<file path="config.mk">
export PLATFORM = sky130hd
export DESIGN_NAME = window_pixel_alpha_blend_core
export DESIGN_NICKNAME = d
export VERILOG_FILES = /design/src/hdl/wpab_pkg.sv /design/src/hdl/wpab_div.sv /design/src/hdl/window_pixel_alpha_blend_core.sv
export SDC_FILE = /design/constraint.sdc
export NUM_CORES = 2
export LEC_CHECK = 0
export BUFFER_PORTS_ARGS = -buffer_cell sky130_fd_sc_hd__buf_2
export CORE_UTILIZATION = 40
export DETAILED_ROUTE_END_ITERATION = 8
export PLACE_DENSITY_LB_ADDON = 0.3
export SLEW_MARGIN = 20
export SYNTH_ARGS = -nofsm -noshare
export SYNTH_HDL_FRONTEND = slang
export SYNTH_SLANG_ARGS = --single-unit
</file>
<file path="constraint.sdc">
create_clock -name clk -period 15.7 [get_ports clk]
set_input_delay 0.785 -clock clk [delete_from_list [all_inputs] [get_ports clk]]
set_output_delay 0.785 -clock clk [all_outputs]
set_load 0.1 [all_outputs]
</file>
<file path="src/hdl/wpab_pkg.sv">
// shared types, constants and arithmetic helpers of the window pixel alpha blend core
`timescale 1ns / 1ps

package wpab_pkg;

	// field widths
	localparam int PIXEL_COORD_W = 12;
	localparam int COORD_BITS_DEFAULT = 12;
	localparam int CFG_INDEX_W = 3;
	localparam int CFG_DATA_W = 32;
	localparam int NUM_W = 17;
	localparam int DIV_STAGES = 4;
	localparam int CHANNELS = 3;

	// configuration register indexes
	localparam logic [CFG_INDEX_W-1:0] REG_WINDOW_LEFT    = 3'd0;
	localparam logic [CFG_INDEX_W-1:0] REG_WINDOW_TOP     = 3'd1;
	localparam logic [CFG_INDEX_W-1:0] REG_FRAME_COLUMNS  = 3'd2;
	localparam logic [CFG_INDEX_W-1:0] REG_FRAME_ROWS     = 3'd3;
	localparam logic [CFG_INDEX_W-1:0] REG_WINDOW_OPACITY = 3'd4;
	localparam logic [CFG_INDEX_W-1:0] REG_FILL_COLOR     = 3'd5;

	// register reset values
	localparam logic [12:0] FRAME_COLUMNS_RESET = 13'd1920;
	localparam logic [12:0] FRAME_ROWS_RESET    = 13'd1080;
	localparam logic [7:0]  OPACITY_RESET       = 8'd255;
	localparam logic [7:0]  ALPHA_MAX           = 8'd255;

	// input word
	typedef struct packed {
		logic                     mode;
		logic [PIXEL_COORD_W-1:0] pixel_col;
		logic [PIXEL_COORD_W-1:0] pixel_row;
		logic [31:0]              source_pixel;
		logic [31:0]              frame_pixel;
	} pixel_in_t;

	// result word
	typedef struct packed {
		logic        write_enable;
		logic [23:0] frame_address;
		logic [31:0] result_pixel;
	} pixel_out_t;

	// what the pipeline will write for a word
	typedef enum logic [1:0] {
		KIND_NONE,
		KIND_COPY,
		KIND_BLEND
	} write_kind_t;

	// sideband carried alongside the blend arithmetic
	typedef struct packed {
		write_kind_t kind;
		logic [23:0] addr;
		logic [31:0] word;
		logic [7:0]  oa;
	} side_t;

	// one restoring division step
	typedef struct packed {
		logic [NUM_W-1:0] rem;
		logic             quo_bit;
	} div_step_t;

	// x / 255 for x below 2^24: shift-add estimate, then one correction
	function automatic logic [16:0] div255(logic [23:0] x);
		logic [24:0] t;
		logic [16:0] q;
		logic [24:0] r;
		t = {1'b0, x} + 25'(x >> 8) + 25'(x >> 16);
		q = t[24:8];
		r = {1'b0, x} - (25'({q, 8'd0}) - 25'(q));
		if (r >= 25'd255) begin
			q = q + 17'd1;
		end
		return q;
	endfunction

	// subtract the shifted divisor when it fits
	function automatic div_step_t div_step(logic [NUM_W-1:0] rem, logic [NUM_W-1:0] dvs);
		div_step_t s;
		if (rem >= dvs) begin
			s.rem = rem - dvs;
			s.quo_bit = 1'b1;
		end else begin
			s.rem = rem;
			s.quo_bit = 1'b0;
		end
		return s;
	endfunction

endpackage

</file>
<file path="src/hdl/wpab_div.sv">
// pipelined three-channel divider: blended channel sums over output alpha, saturating at 255
`timescale 1ns / 1ps

module wpab_div (
	input  logic                                            clk,
	input  logic                                            arst_n,
	input  logic                                            in_valid,
	input  wpab_pkg::side_t                                 in_side,
	input  logic [wpab_pkg::CHANNELS-1:0][wpab_pkg::NUM_W-1:0] in_num,
	output logic                                            out_valid,
	output wpab_pkg::side_t                                 out_side,
	output logic [wpab_pkg::CHANNELS-1:0][7:0]              out_quo,
	output logic [wpab_pkg::CHANNELS-1:0]                   out_sat
);

	localparam int NS = wpab_pkg::DIV_STAGES;
	localparam int NC = wpab_pkg::CHANNELS;
	localparam int NW = wpab_pkg::NUM_W;

	logic [NS-1:0]           valid_s;
	wpab_pkg::side_t         side_s [NS];
	logic [NC-1:0][NW-1:0]   rem_s  [NS];
	logic [NC-1:0][7:0]      quo_s  [NS];
	logic [NC-1:0]           sat_s  [NS];

	genvar g;
	generate
		for (g = 0; g < NS; g++) begin : g_stage
			localparam int Hi = 7 - 2 * g;

			logic                  valid_a;
			wpab_pkg::side_t       side_a;
			logic [NC-1:0][NW-1:0] rem_a;
			logic [NC-1:0][7:0]    quo_a;
			logic [NC-1:0]         sat_a;
			logic [NC-1:0][NW-1:0] rem_n;
			logic [NC-1:0][7:0]    quo_n;

			// stage input: from the ports or the previous stage
			if (g == 0) begin : g_first
				always_comb begin
					valid_a = in_valid;
					side_a = in_side;
					rem_a = in_num;
					quo_a = '0;
					for (int ch = 0; ch < NC; ch++) begin
						sat_a[ch] = in_num[ch] >= NW'({in_side.oa, 8'd0});
					end
				end
			end else begin : g_next
				always_comb begin
					valid_a = valid_s[g-1];
					side_a = side_s[g-1];
					rem_a = rem_s[g-1];
					quo_a = quo_s[g-1];
					sat_a = sat_s[g-1];
				end
			end

			// two quotient bits per stage
			always_comb begin
				wpab_pkg::div_step_t s_hi;
				wpab_pkg::div_step_t s_lo;
				for (int ch = 0; ch < NC; ch++) begin
					s_hi = wpab_pkg::div_step(rem_a[ch], NW'(side_a.oa) << Hi);
					s_lo = wpab_pkg::div_step(s_hi.rem, NW'(side_a.oa) << (Hi - 1));
					rem_n[ch] = s_lo.rem;
					quo_n[ch] = quo_a[ch];
					quo_n[ch][Hi] = s_hi.quo_bit;
					quo_n[ch][Hi-1] = s_lo.quo_bit;
				end
			end

			// stage valid
			always_ff @(posedge clk or negedge arst_n) begin
				if (!arst_n) begin
					valid_s[g] <= 1'b0;
				end else begin
					valid_s[g] <= valid_a;
				end
			end

			// stage payload
			always_ff @(posedge clk) begin
				side_s[g] <= side_a;
				rem_s[g] <= rem_n;
				quo_s[g] <= quo_n;
				sat_s[g] <= sat_a;
			end
		end
	endgenerate

	assign out_valid = valid_s[NS-1];
	assign out_side = side_s[NS-1];
	assign out_quo = quo_s[NS-1];
	assign out_sat = sat_s[NS-1];

endmodule

</file>
<file path="src/hdl/window_pixel_alpha_blend_core.sv">
// top level of the window pixel alpha blend core: clip, address, opacity and over blend
`timescale 1ns / 1ps
// done rises once a start word has passed stages 1 to 5, the divider stages and the output register
// throughput: one word per clock; busy stays low since every stage moves each cycle
// the rate is set by the ten-stage pipeline, four stages of which are the channel divider
// the receiver cannot stall: each result is on result for one cycle, marked by done
// reset clears the stage valid bits and loads the configuration register defaults

module window_pixel_alpha_blend_core #(
	parameter int COORD_BITS = wpab_pkg::COORD_BITS_DEFAULT
) (
	input  logic                                clk,
	input  logic                                arst_n,
	input  logic                                start,
	output logic                                busy,
	input  wpab_pkg::pixel_in_t                 item,
	output logic                                done,
	output wpab_pkg::pixel_out_t                result,
	input  logic                                cfg_write,
	input  logic [wpab_pkg::CFG_INDEX_W-1:0]    cfg_index,
	input  logic [wpab_pkg::CFG_DATA_W-1:0]     cfg_data
);

	localparam int ColBits = (COORD_BITS < wpab_pkg::PIXEL_COORD_W) ?
		COORD_BITS : wpab_pkg::PIXEL_COORD_W;
	localparam int NC = wpab_pkg::CHANNELS;

	// configuration registers
	logic [12:0] left_q, top_q, cols_q, rows_q;
	logic [7:0]  opacity_q;
	logic [31:0] fill_q;

	always_ff @(posedge clk or negedge arst_n) begin
		if (!arst_n) begin
			left_q <= '0;
			top_q <= '0;
			cols_q <= wpab_pkg::FRAME_COLUMNS_RESET;
			rows_q <= wpab_pkg::FRAME_ROWS_RESET;
			opacity_q <= wpab_pkg::OPACITY_RESET;
			fill_q <= '0;
		end else if (cfg_write) begin
			case (cfg_index)
				wpab_pkg::REG_WINDOW_LEFT:    left_q <= cfg_data[12:0];
				wpab_pkg::REG_WINDOW_TOP:     top_q <= cfg_data[12:0];
				wpab_pkg::REG_FRAME_COLUMNS:  cols_q <= cfg_data[12:0];
				wpab_pkg::REG_FRAME_ROWS:     rows_q <= cfg_data[12:0];
				wpab_pkg::REG_WINDOW_OPACITY: opacity_q <= cfg_data[7:0];
				wpab_pkg::REG_FILL_COLOR:     fill_q <= cfg_data;
				default: ;
			endcase
		end
	end

	assign busy = 1'b0;

	wire accept = start && !busy;

	// stage 1: frame position and source alpha times opacity
	logic [12:0] col13, row13;
	assign col13 = 13'(item.pixel_col[ColBits-1:0]);
	assign row13 = 13'(item.pixel_row[ColBits-1:0]);

	logic        valid_s1, mode_s1;
	logic [13:0] x_s1, y_s1;
	logic [15:0] aprod_s1;
	logic [31:0] src_s1, dst_s1;

	always_ff @(posedge clk) begin
		mode_s1 <= item.mode;
		x_s1 <= {left_q[12], left_q} + {1'b0, col13};
		y_s1 <= {top_q[12], top_q} + {1'b0, row13};
		aprod_s1 <= item.source_pixel[31:24] * opacity_q;
		src_s1 <= item.source_pixel;
		dst_s1 <= item.frame_pixel;
	end

	// stage 2: clip, row offset, scaled alpha and write decision
	logic        in_frame;
	logic [7:0]  a_n;
	logic [25:0] ymul;
	assign in_frame = !x_s1[13] && !y_s1[13] && (x_s1[12:0] < cols_q) && (y_s1[12:0] < rows_q);
	assign a_n = 8'(wpab_pkg::div255(24'(aprod_s1)));
	assign ymul = y_s1[12:0] * cols_q;

	logic                  valid_s2;
	wpab_pkg::write_kind_t kind_s2;
	logic [31:0]           word_s2, src_s2, dst_s2;
	logic [12:0]           x_s2;
	logic [23:0]           yprod_s2;
	logic [7:0]            a_s2;

	always_ff @(posedge clk) begin
		x_s2 <= x_s1[12:0];
		yprod_s2 <= ymul[23:0];
		a_s2 <= a_n;
		src_s2 <= src_s1;
		dst_s2 <= dst_s1;
		if (!in_frame) begin
			kind_s2 <= wpab_pkg::KIND_NONE;
			word_s2 <= src_s1;
		end else if (mode_s1) begin
			kind_s2 <= wpab_pkg::KIND_COPY;
			word_s2 <= fill_q;
		end else if (a_n == wpab_pkg::ALPHA_MAX) begin
			kind_s2 <= wpab_pkg::KIND_COPY;
			word_s2 <= src_s1;
		end else if (a_n == 8'd0) begin
			kind_s2 <= wpab_pkg::KIND_NONE;
			word_s2 <= src_s1;
		end else begin
			kind_s2 <= wpab_pkg::KIND_BLEND;
			word_s2 <= src_s1;
		end
	end

	// stage 3: address and first blend products
	logic [7:0] inv_n;
	assign inv_n = wpab_pkg::ALPHA_MAX - a_s2;

	logic                    valid_s3;
	wpab_pkg::side_t         side_s3;
	logic [7:0]              a_s3, inv_s3;
	logic [15:0]             dainv_s3;
	logic [NC-1:0][15:0]     sa_s3, dda_s3;

	always_ff @(posedge clk) begin
		side_s3.kind <= kind_s2;
		side_s3.addr <= yprod_s2 + 24'(x_s2);
		side_s3.word <= word_s2;
		side_s3.oa <= '0;
		a_s3 <= a_s2;
		inv_s3 <= inv_n;
		dainv_s3 <= dst_s2[31:24] * inv_n;
		for (int ch = 0; ch < NC; ch++) begin
			sa_s3[ch] <= src_s2[8*ch +: 8] * a_s2;
			dda_s3[ch] <= dst_s2[8*ch +: 8] * dst_s2[31:24];
		end
	end

	// stage 4: output alpha and destination weight products
	logic [8:0] oa_n;
	assign oa_n = 9'(a_s3) + 9'(wpab_pkg::div255(24'(dainv_s3)));

	logic                valid_s4;
	wpab_pkg::side_t     side_s4;
	logic [NC-1:0][15:0] sa_s4;
	logic [NC-1:0][23:0] prod3_s4;

	always_ff @(posedge clk) begin
		side_s4 <= '{kind: side_s3.kind, addr: side_s3.addr, word: side_s3.word,
			oa: oa_n[7:0]};
		sa_s4 <= sa_s3;
		for (int ch = 0; ch < NC; ch++) begin
			prod3_s4[ch] <= dda_s3[ch] * inv_s3;
		end
	end

	// stage 5: channel numerators
	logic                                 valid_s5;
	wpab_pkg::side_t                      side_s5;
	logic [NC-1:0][wpab_pkg::NUM_W-1:0]   num_s5;

	always_ff @(posedge clk) begin
		side_s5 <= side_s4;
		for (int ch = 0; ch < NC; ch++) begin
			num_s5[ch] <= wpab_pkg::NUM_W'(sa_s4[ch]) + wpab_pkg::div255(prod3_s4[ch]);
		end
	end

	// stage valid bits
	always_ff @(posedge clk or negedge arst_n) begin
		if (!arst_n) begin
			valid_s1 <= 1'b0;
			valid_s2 <= 1'b0;
			valid_s3 <= 1'b0;
			valid_s4 <= 1'b0;
			valid_s5 <= 1'b0;
		end else begin
			valid_s1 <= accept;
			valid_s2 <= valid_s1;
			valid_s3 <= valid_s2;
			valid_s4 <= valid_s3;
			valid_s5 <= valid_s4;
		end
	end

	// channel division over output alpha
	logic                div_valid;
	wpab_pkg::side_t     div_side;
	logic [NC-1:0][7:0]  div_quo;
	logic [NC-1:0]       div_sat;

	wpab_div u_div (
		.clk       (clk),
		.arst_n    (arst_n),
		.in_valid  (valid_s5),
		.in_side   (side_s5),
		.in_num    (num_s5),
		.out_valid (div_valid),
		.out_side  (div_side),
		.out_quo   (div_quo),
		.out_sat   (div_sat)
	);

	// result word assembly
	wpab_pkg::pixel_out_t res_n;
	always_comb begin
		res_n = '0;
		case (div_side.kind)
			wpab_pkg::KIND_COPY: begin
				res_n.write_enable = 1'b1;
				res_n.frame_address = div_side.addr;
				res_n.result_pixel = div_side.word;
			end
			wpab_pkg::KIND_BLEND: begin
				res_n.write_enable = 1'b1;
				res_n.frame_address = div_side.addr;
				res_n.result_pixel[31:24] = div_side.oa;
				for (int ch = 0; ch < NC; ch++) begin
					res_n.result_pixel[8*ch +: 8] = div_sat[ch] ? wpab_pkg::ALPHA_MAX : div_quo[ch];
				end
			end
			default: res_n = '0;
		endcase
	end

	// output register
	logic                 done_q;
	wpab_pkg::pixel_out_t result_q;

	always_ff @(posedge clk or negedge arst_n) begin
		if (!arst_n) begin
			done_q <= 1'b0;
		end else begin
			done_q <= div_valid;
		end
	end

	always_ff @(posedge clk) begin
		result_q <= res_n;
	end

	assign done = done_q;
	assign result = result_q;

endmodule
</file>
Yosys cells after proc, flatten, opt, wreduce, memory -nomap -nowiden:

Memory sizes are Yosys's and may differ from the RTL's.
Cells that the tools add are included.

* ROM bits: 0
* memories: 4
* input bits: 128
* logic and storage cells: 228
* latch bits: 0
* output and inout port bits: 59
* bits in writable memories: 576
* flip-flop bits (word level): 892

* muxes and demuxes: 38
* shifts and indexed selects: 0
* eq/ne operators: 8
* reductions and logical operators: 14
* multipliers: 12
* $add $sub $neg: 55
* order comparisons: 34
* divide/modulo/power cells: 0
* bitwise logic cells: 1

Memory list
* u_div.side_s: depth 4, width 66, read ports 4, clocked after memory_dff 0, write ports 4, line wpab_div.sv:21 `wpab_pkg::side_t side_s [NS];`
* u_div.rem_s: depth 4, width 51, read ports 3, clocked after memory_dff 0, write ports 4, line wpab_div.sv:22 `logic [NC-1:0][NW-1:0] rem_s [NS];`
* u_div.quo_s: depth 4, width 24, read ports 4, clocked after memory_dff 0, write ports 4, line wpab_div.sv:23 `logic [NC-1:0][7:0] quo_s [NS];`
* u_div.sat_s: depth 4, width 3, read ports 4, clocked after memory_dff 0, write ports 4, line wpab_div.sv:24 `logic [NC-1:0] sat_s [NS];`

Operators by type and width (number)
* 18-bit 2-to-1 mux: 24
* 8-bit by 8-bit multiplier with 16-bit output: 8
* 25-bit by 8-bit >= comparator with 1-bit output (second input constant): 5
* 57-bit case mux with 2 select lines: 1
* 24-bit by 16-bit adder with 25-bit output: 3
* 25-bit by 8-bit adder with 25-bit output: 3
* 24-bit by 25-bit subtractor with 25-bit output: 3
* 25-bit by 17-bit subtractor with 25-bit output: 3
* 16-bit by 8-bit multiplier with 24-bit output: 3
* 32-bit 2-to-1 mux: 2
* 16-bit by 17-bit adder with 17-bit output: 3
* 17-bit by 1-bit adder with 17-bit output (second input constant): 3
* 17-bit by 10-bit >= comparator with 1-bit output: 3
* 17-bit by 11-bit >= comparator with 1-bit output: 3
* 17-bit by 12-bit >= comparator with 1-bit output: 3
* 17-bit by 13-bit >= comparator with 1-bit output: 3
* 17-bit by 14-bit >= comparator with 1-bit output: 3
* 17-bit by 15-bit >= comparator with 1-bit output: 3
* 17-bit by 16-bit >= comparator with 1-bit output: 3
* 17-bit by 8-bit >= comparator with 1-bit output: 3
* 17-bit by 9-bit >= comparator with 1-bit output: 3
* 17-bit 2-to-1 mux: 3
* 17-bit by 10-bit subtractor with 17-bit output: 3
* 17-bit by 11-bit subtractor with 17-bit output: 3
* 32 further kinds: 65

Logic depth before layout (Yosys ltp):

* depth in word-level cells: 9
* gate-level depth with buffers: 46

Modules after synthesis:

Synthesis repeated with hierarchy kept, for this count alone.

* cell total of the unflattened synthesis: 9596
* area, all modules: 91773.0 um^2

Modules (own cells, without submodules)
* window_pixel_alpha_blend_core: instances 1, sequential area each 18287.5 um^2, cells an instance 7314, area an instance 69396.6 um^2
* wpab_div: instances 1, sequential area each 9889.5 um^2, cells an instance 2282, area an instance 22376.5 um^2

Worst setup path after synthesis:

Ideal clock, no wire load.

* path kind: register to register
* from: register prod3_s4[44] (netlist name)
* to: register num_s5[33] (netlist name)
* setup time: 121 ps
* period minus slack after synthesis: 9157 ps
* setup slack: 6543 ps
* stages on the path, launching flop included: 43
* arrival: 9036 ps
* cells stage by stage: dfxtp_1 > inv_1 > fa_1 > inv_1 > ha_1 > a21oi_1 > o21ai_0 > a41oi_1 > o21a_1 > o21ai_0 > a221o_1 > a21oi_1 > nor3_1 > ha_1 > fa_1 > ha_1 > a21o_1 > or3_1 > [... 7 more ...] > buf_2 > buf_6 > xor2_1 > ha_1 > inv_1 > fa_1 > nor2b_1 > o21ai_0 > a21boi_0 > o21ai_0 > a21oi_1 > nand4_1 > nand3_1 > nor4_1 > o41ai_1 > a31oi_1 > xnor2_1 > xnor2_1

* cells in the longest elaborated chain, start to end: 7

RTL lines
* start, declared: line window_pixel_alpha_blend_core.sv:147 `logic [NC-1:0][23:0] prod3_s4;`
* start signal, assigned by index: line window_pixel_alpha_blend_core.sv:154 `prod3_s4[ch] <= dda_s3[ch] * inv_s3;`
* 24-bit by 16-bit adder with 25-bit output: line wpab_pkg.sv:71 `t = {1'b0, x} + 25'(x >> 8) + 25'(x >> 16);`
* 25-bit by 8-bit adder with 25-bit output: line wpab_pkg.sv:71
* 25-bit by 17-bit subtractor with 25-bit output: line wpab_pkg.sv:73 `r = {1'b0, x} - (25'({q, 8'd0}) - 25'(q));`
* 24-bit by 25-bit subtractor with 25-bit output: line wpab_pkg.sv:73
* 25-bit by 8-bit >= comparator with 1-bit output: line wpab_pkg.sv:74 `if (r >= 25'd255) begin`
* 17-bit 2-to-1 mux *: line wpab_pkg.sv:74
* 16-bit by 17-bit adder with 17-bit output *: line window_pixel_alpha_blend_core.sv:166 `num_s5[ch] <= wpab_pkg::NUM_W'(sa_s4[ch]) + wpab_pkg::div255(prod3_s4[ch]);`
* end signal, assigned by index: line window_pixel_alpha_blend_core.sv:166
* end, declared: line window_pixel_alpha_blend_core.sv:161 `logic [NC-1:0][wpab_pkg::NUM_W-1:0] num_s5;`

Every way passes the cells marked *; elsewhere a longest branch is shown, timed or not.
A chain may end at the register's enable or synchronous reset.

Worst setup path in the final report:

* from: register prod3_s4[42] (netlist name)
* to: register num_s5[33] (netlist name)

Same word-level chain as after synthesis.

==> impl_metrics.ini <==
[sta]
rsz0062_at_grt = no
final.setup.tns_ns = 0
max_freq_mhz = 88.6
max_slew_margin = 0.376
finClkSkew_ns = 0.0699
final-setup-viol-count = 0
post-route-period-util = 0.719
setup_ws_ns = 4.41
tightest_slew_ns = 0.913
period_minus_slack_ns = 11.29
finalHoldViolCount = 0
drv_slew = 0
holdWs_ns = 0.0804

[logic_synthesis]
synthXorXnorAreaFrac = 0.0551
avgSynthCellArea_um2 = 9.58
synth_enable_flop_cells = 0
synth_top_family_by_area = adder cells
synth_most_common_cell = inv_1
synthMuxAreaShare = 0.0218
async_reset_ff_frac = 0.0739
synth-warning-count = 0
netlist_area_um2 = 90700
synth_top_area_share = 0.282
synthAdderAreaFrac = 0.309
ys_types = 89
synthTopCellsByCount = inv_1, dfxtp_1, ha_1
synth_top_cells_by_area = dfxtp_1, fa_1, ha_1, inv_1, xnor2_1
synthSimpleGateAreaFrac = 0.144
synthCells = 9473
synth_top_cell_by_area = dfxtp_1
synth-compound-area-share = 0.0961
synth_fp_nets = 11400
synth_flop_cell = dfxtp_1
ys_ff_latch = 1381
ys_seq_area_frac = 0.311

[floorplanning]
initial_core_util = 0.403
pin_count = 187
die_width_um = 478
rows = 174
die_area_um2 = 229000
fp.dieH_um = 478
coreArea_um2 = 225000

[drt]
drtAntennaViolNets = 0
viasPerCell = 5.04
wire_per_inst_um = 17.0
drtIter0Drc = 3605
drt-total-wl_mm = 217
first_pass_iters = 5
vias = 64300
route.detailed.drc = 0

[clocking]
clockBufferDepth = 3
cts.sink_count = 1381
htreeDepth = 4
cts_tree = done
postCtsResizedCells = 0
cts_root_buf = clkbuf_16
cts_made_buffers = 146
clk_pin_slew_worst_paths_ns = 0.06
clkLatencyLatePin_ns = 0.83

[grt]
grt-ovfl-total = 0
antenna_found_initial = 48
grt_pass1_vias = 67500
grt_max_degree = 66
grt_usage = 0.193
grt_pass1_wl_mm = 355

[final_layout]
drive_gt1_frac = 0.0715
fin_util = 0.446
nFillCells = 21500
syn2layout_area_growth_pct = 10.7
num-nets-final = 11600

[critical_path]
critPathMaxFanout = 19
max_stage_delay_ns = 0.88
cpMostUsedCell = inv_1
cp.arrival_ns = 11.94
worstRegToRegCells = 44
end_kind = flop
crit_slowest_cell = or4_1
start_kind = flop
worstPathRequired_ns = 16.35
crit_type = flop to flop

[placement]
hpwlAfterDp_mm = 172
portBuffers = 185
dp_slack_ns = 4.58
place.gp.congestion = 0.898

[flow_run]
drv_cap = 0

[outcome]
status = finished, final reports clean

[hold_path]
hold_path.class = input port to asynchronous set/reset pin
## worst paths after layout
check / start / endpoint / slack (ns)
worst max-delay path: prod3_s4[42]$_DFF_P_ / num_s5[33]$_DFF_P_ / 4.41
worst min-delay path: arst_n / top_q[8]$_DFFE_PN0P_ / 0.08
worst max register to register: prod3_s4[42]$_DFF_P_ / num_s5[33]$_DFF_P_ / 4.41
worst min register to register: sa_s3[24]$_DFF_P_ / sa_s4[24]$_DFF_P_ / 0.26
max in group asynchronous: arst_n / u_div.out_valid$_DFF_PN0_ / 14.45
min in group clk: start / valid_s1$_DFF_PN0_ / 0.08
## repair_timing
action	CTS	global route
hold buffers	11	0
endpoints found under the hold margin	11	0
buffers inserted	0	0
## worst max-delay path, delay by kind of cell (launching register included)
kind	cells	cell delay, ns
AOI/OAI and AO/OA	16	4.37
xor gates and xnor gates	3	0.55
adders and majority gates	7	2.34
buffers and inverters	5	0.36
DFF	1	0.50
and+or+nand+nor	13	2.97
## layout by cell type, fill, tap and decap left out, drive strengths merged, types with 48 or more instances in the layout
cell    Yosys  routed
o21ai     385     385
and3       48      48
inv      1319    1330
buf        18     231
xnor2     409     409
nor2      359     359
dfxtp    1279    1279
nand2     918     918
xor2      159     159
o21bai     59      59
and2      546     546
nor4       54      54
nor2b     138     138
a21o      131     131
nand2b     80      80
nand3     112     112
ha       1057    1057
nand4      86      86
a21oi     430     430
clkbuf    197     191
fa        738     738
nor3      105     105
mux2      146     146
a21boi     51      51
dfrtp      86      86
## metal layers
| metal | GRT usage | vias to the layer above | wire length, um |
|---|---|---|---|
| met4 | 0.0518 | 44 | 5060 |
| met3 | 0.0326 | 338 | 10900 |
| met1 | 0.253 | 31300 | 98600 |
| met5 | 0 | - | 293 |
| li1 | - | 31400 | - |
| met2 | 0.325 | 1276 | 103000 |
## through the flow
stage | cell area (um^2) | cells
after floorplan | 90700 | 9473
after global placement | 95000 | 12500
after detailed placement | 95000 | 12500
after CTS | 100000 | 12800
after global routing | 100000 | 12800
final | 100000 | 12800
## state kept, by name, indices dropped and copies added, names as in the netlist, 51 cells and up
| name | count |
|---|---|
| u_div.rem_s | 153 |
| u_div.quo_s | 60 |
| side_s5 | 66 |
| prod3_s4 | 72 |
| result | 57 |
| side_s4 | 66 |
| side_s3 | 58 |
| num_s5 | 51 |
| u_div.side_s | 264 |
## area by class of cell
cell class / instances / area (um^2) / area share
Sequential cell: 1381 / 28200 / 0.281
Inverter: 1319 / 4950 / 0.0493
Timing Repair Buffer: 242 / 1380 / 0.0138
Clock inverter: 76 / 1220 / 0.0121
Tap cell: 2992 / 3740 / 0.0373
Multi-Input combinational cell: 6558 / 56800 / 0.566
Clock buffer: 191 / 4090 / 0.0408
Antenna cell: 12 / 30.0 / 0.000299
## cells by family after synthesis
group,after synthesis
AOI/OAI and AO/OA,1406
xor gates and xnor gates,569
adders and majority gates,1795
buffers and inverters,1534
DFF,1381
muxes,179
other,1
and+or+nand+nor,2608
Power is left out: the tool's default activity adds up to more than one toggle a clock period on the data nets, which glitch-free logic cannot reach.
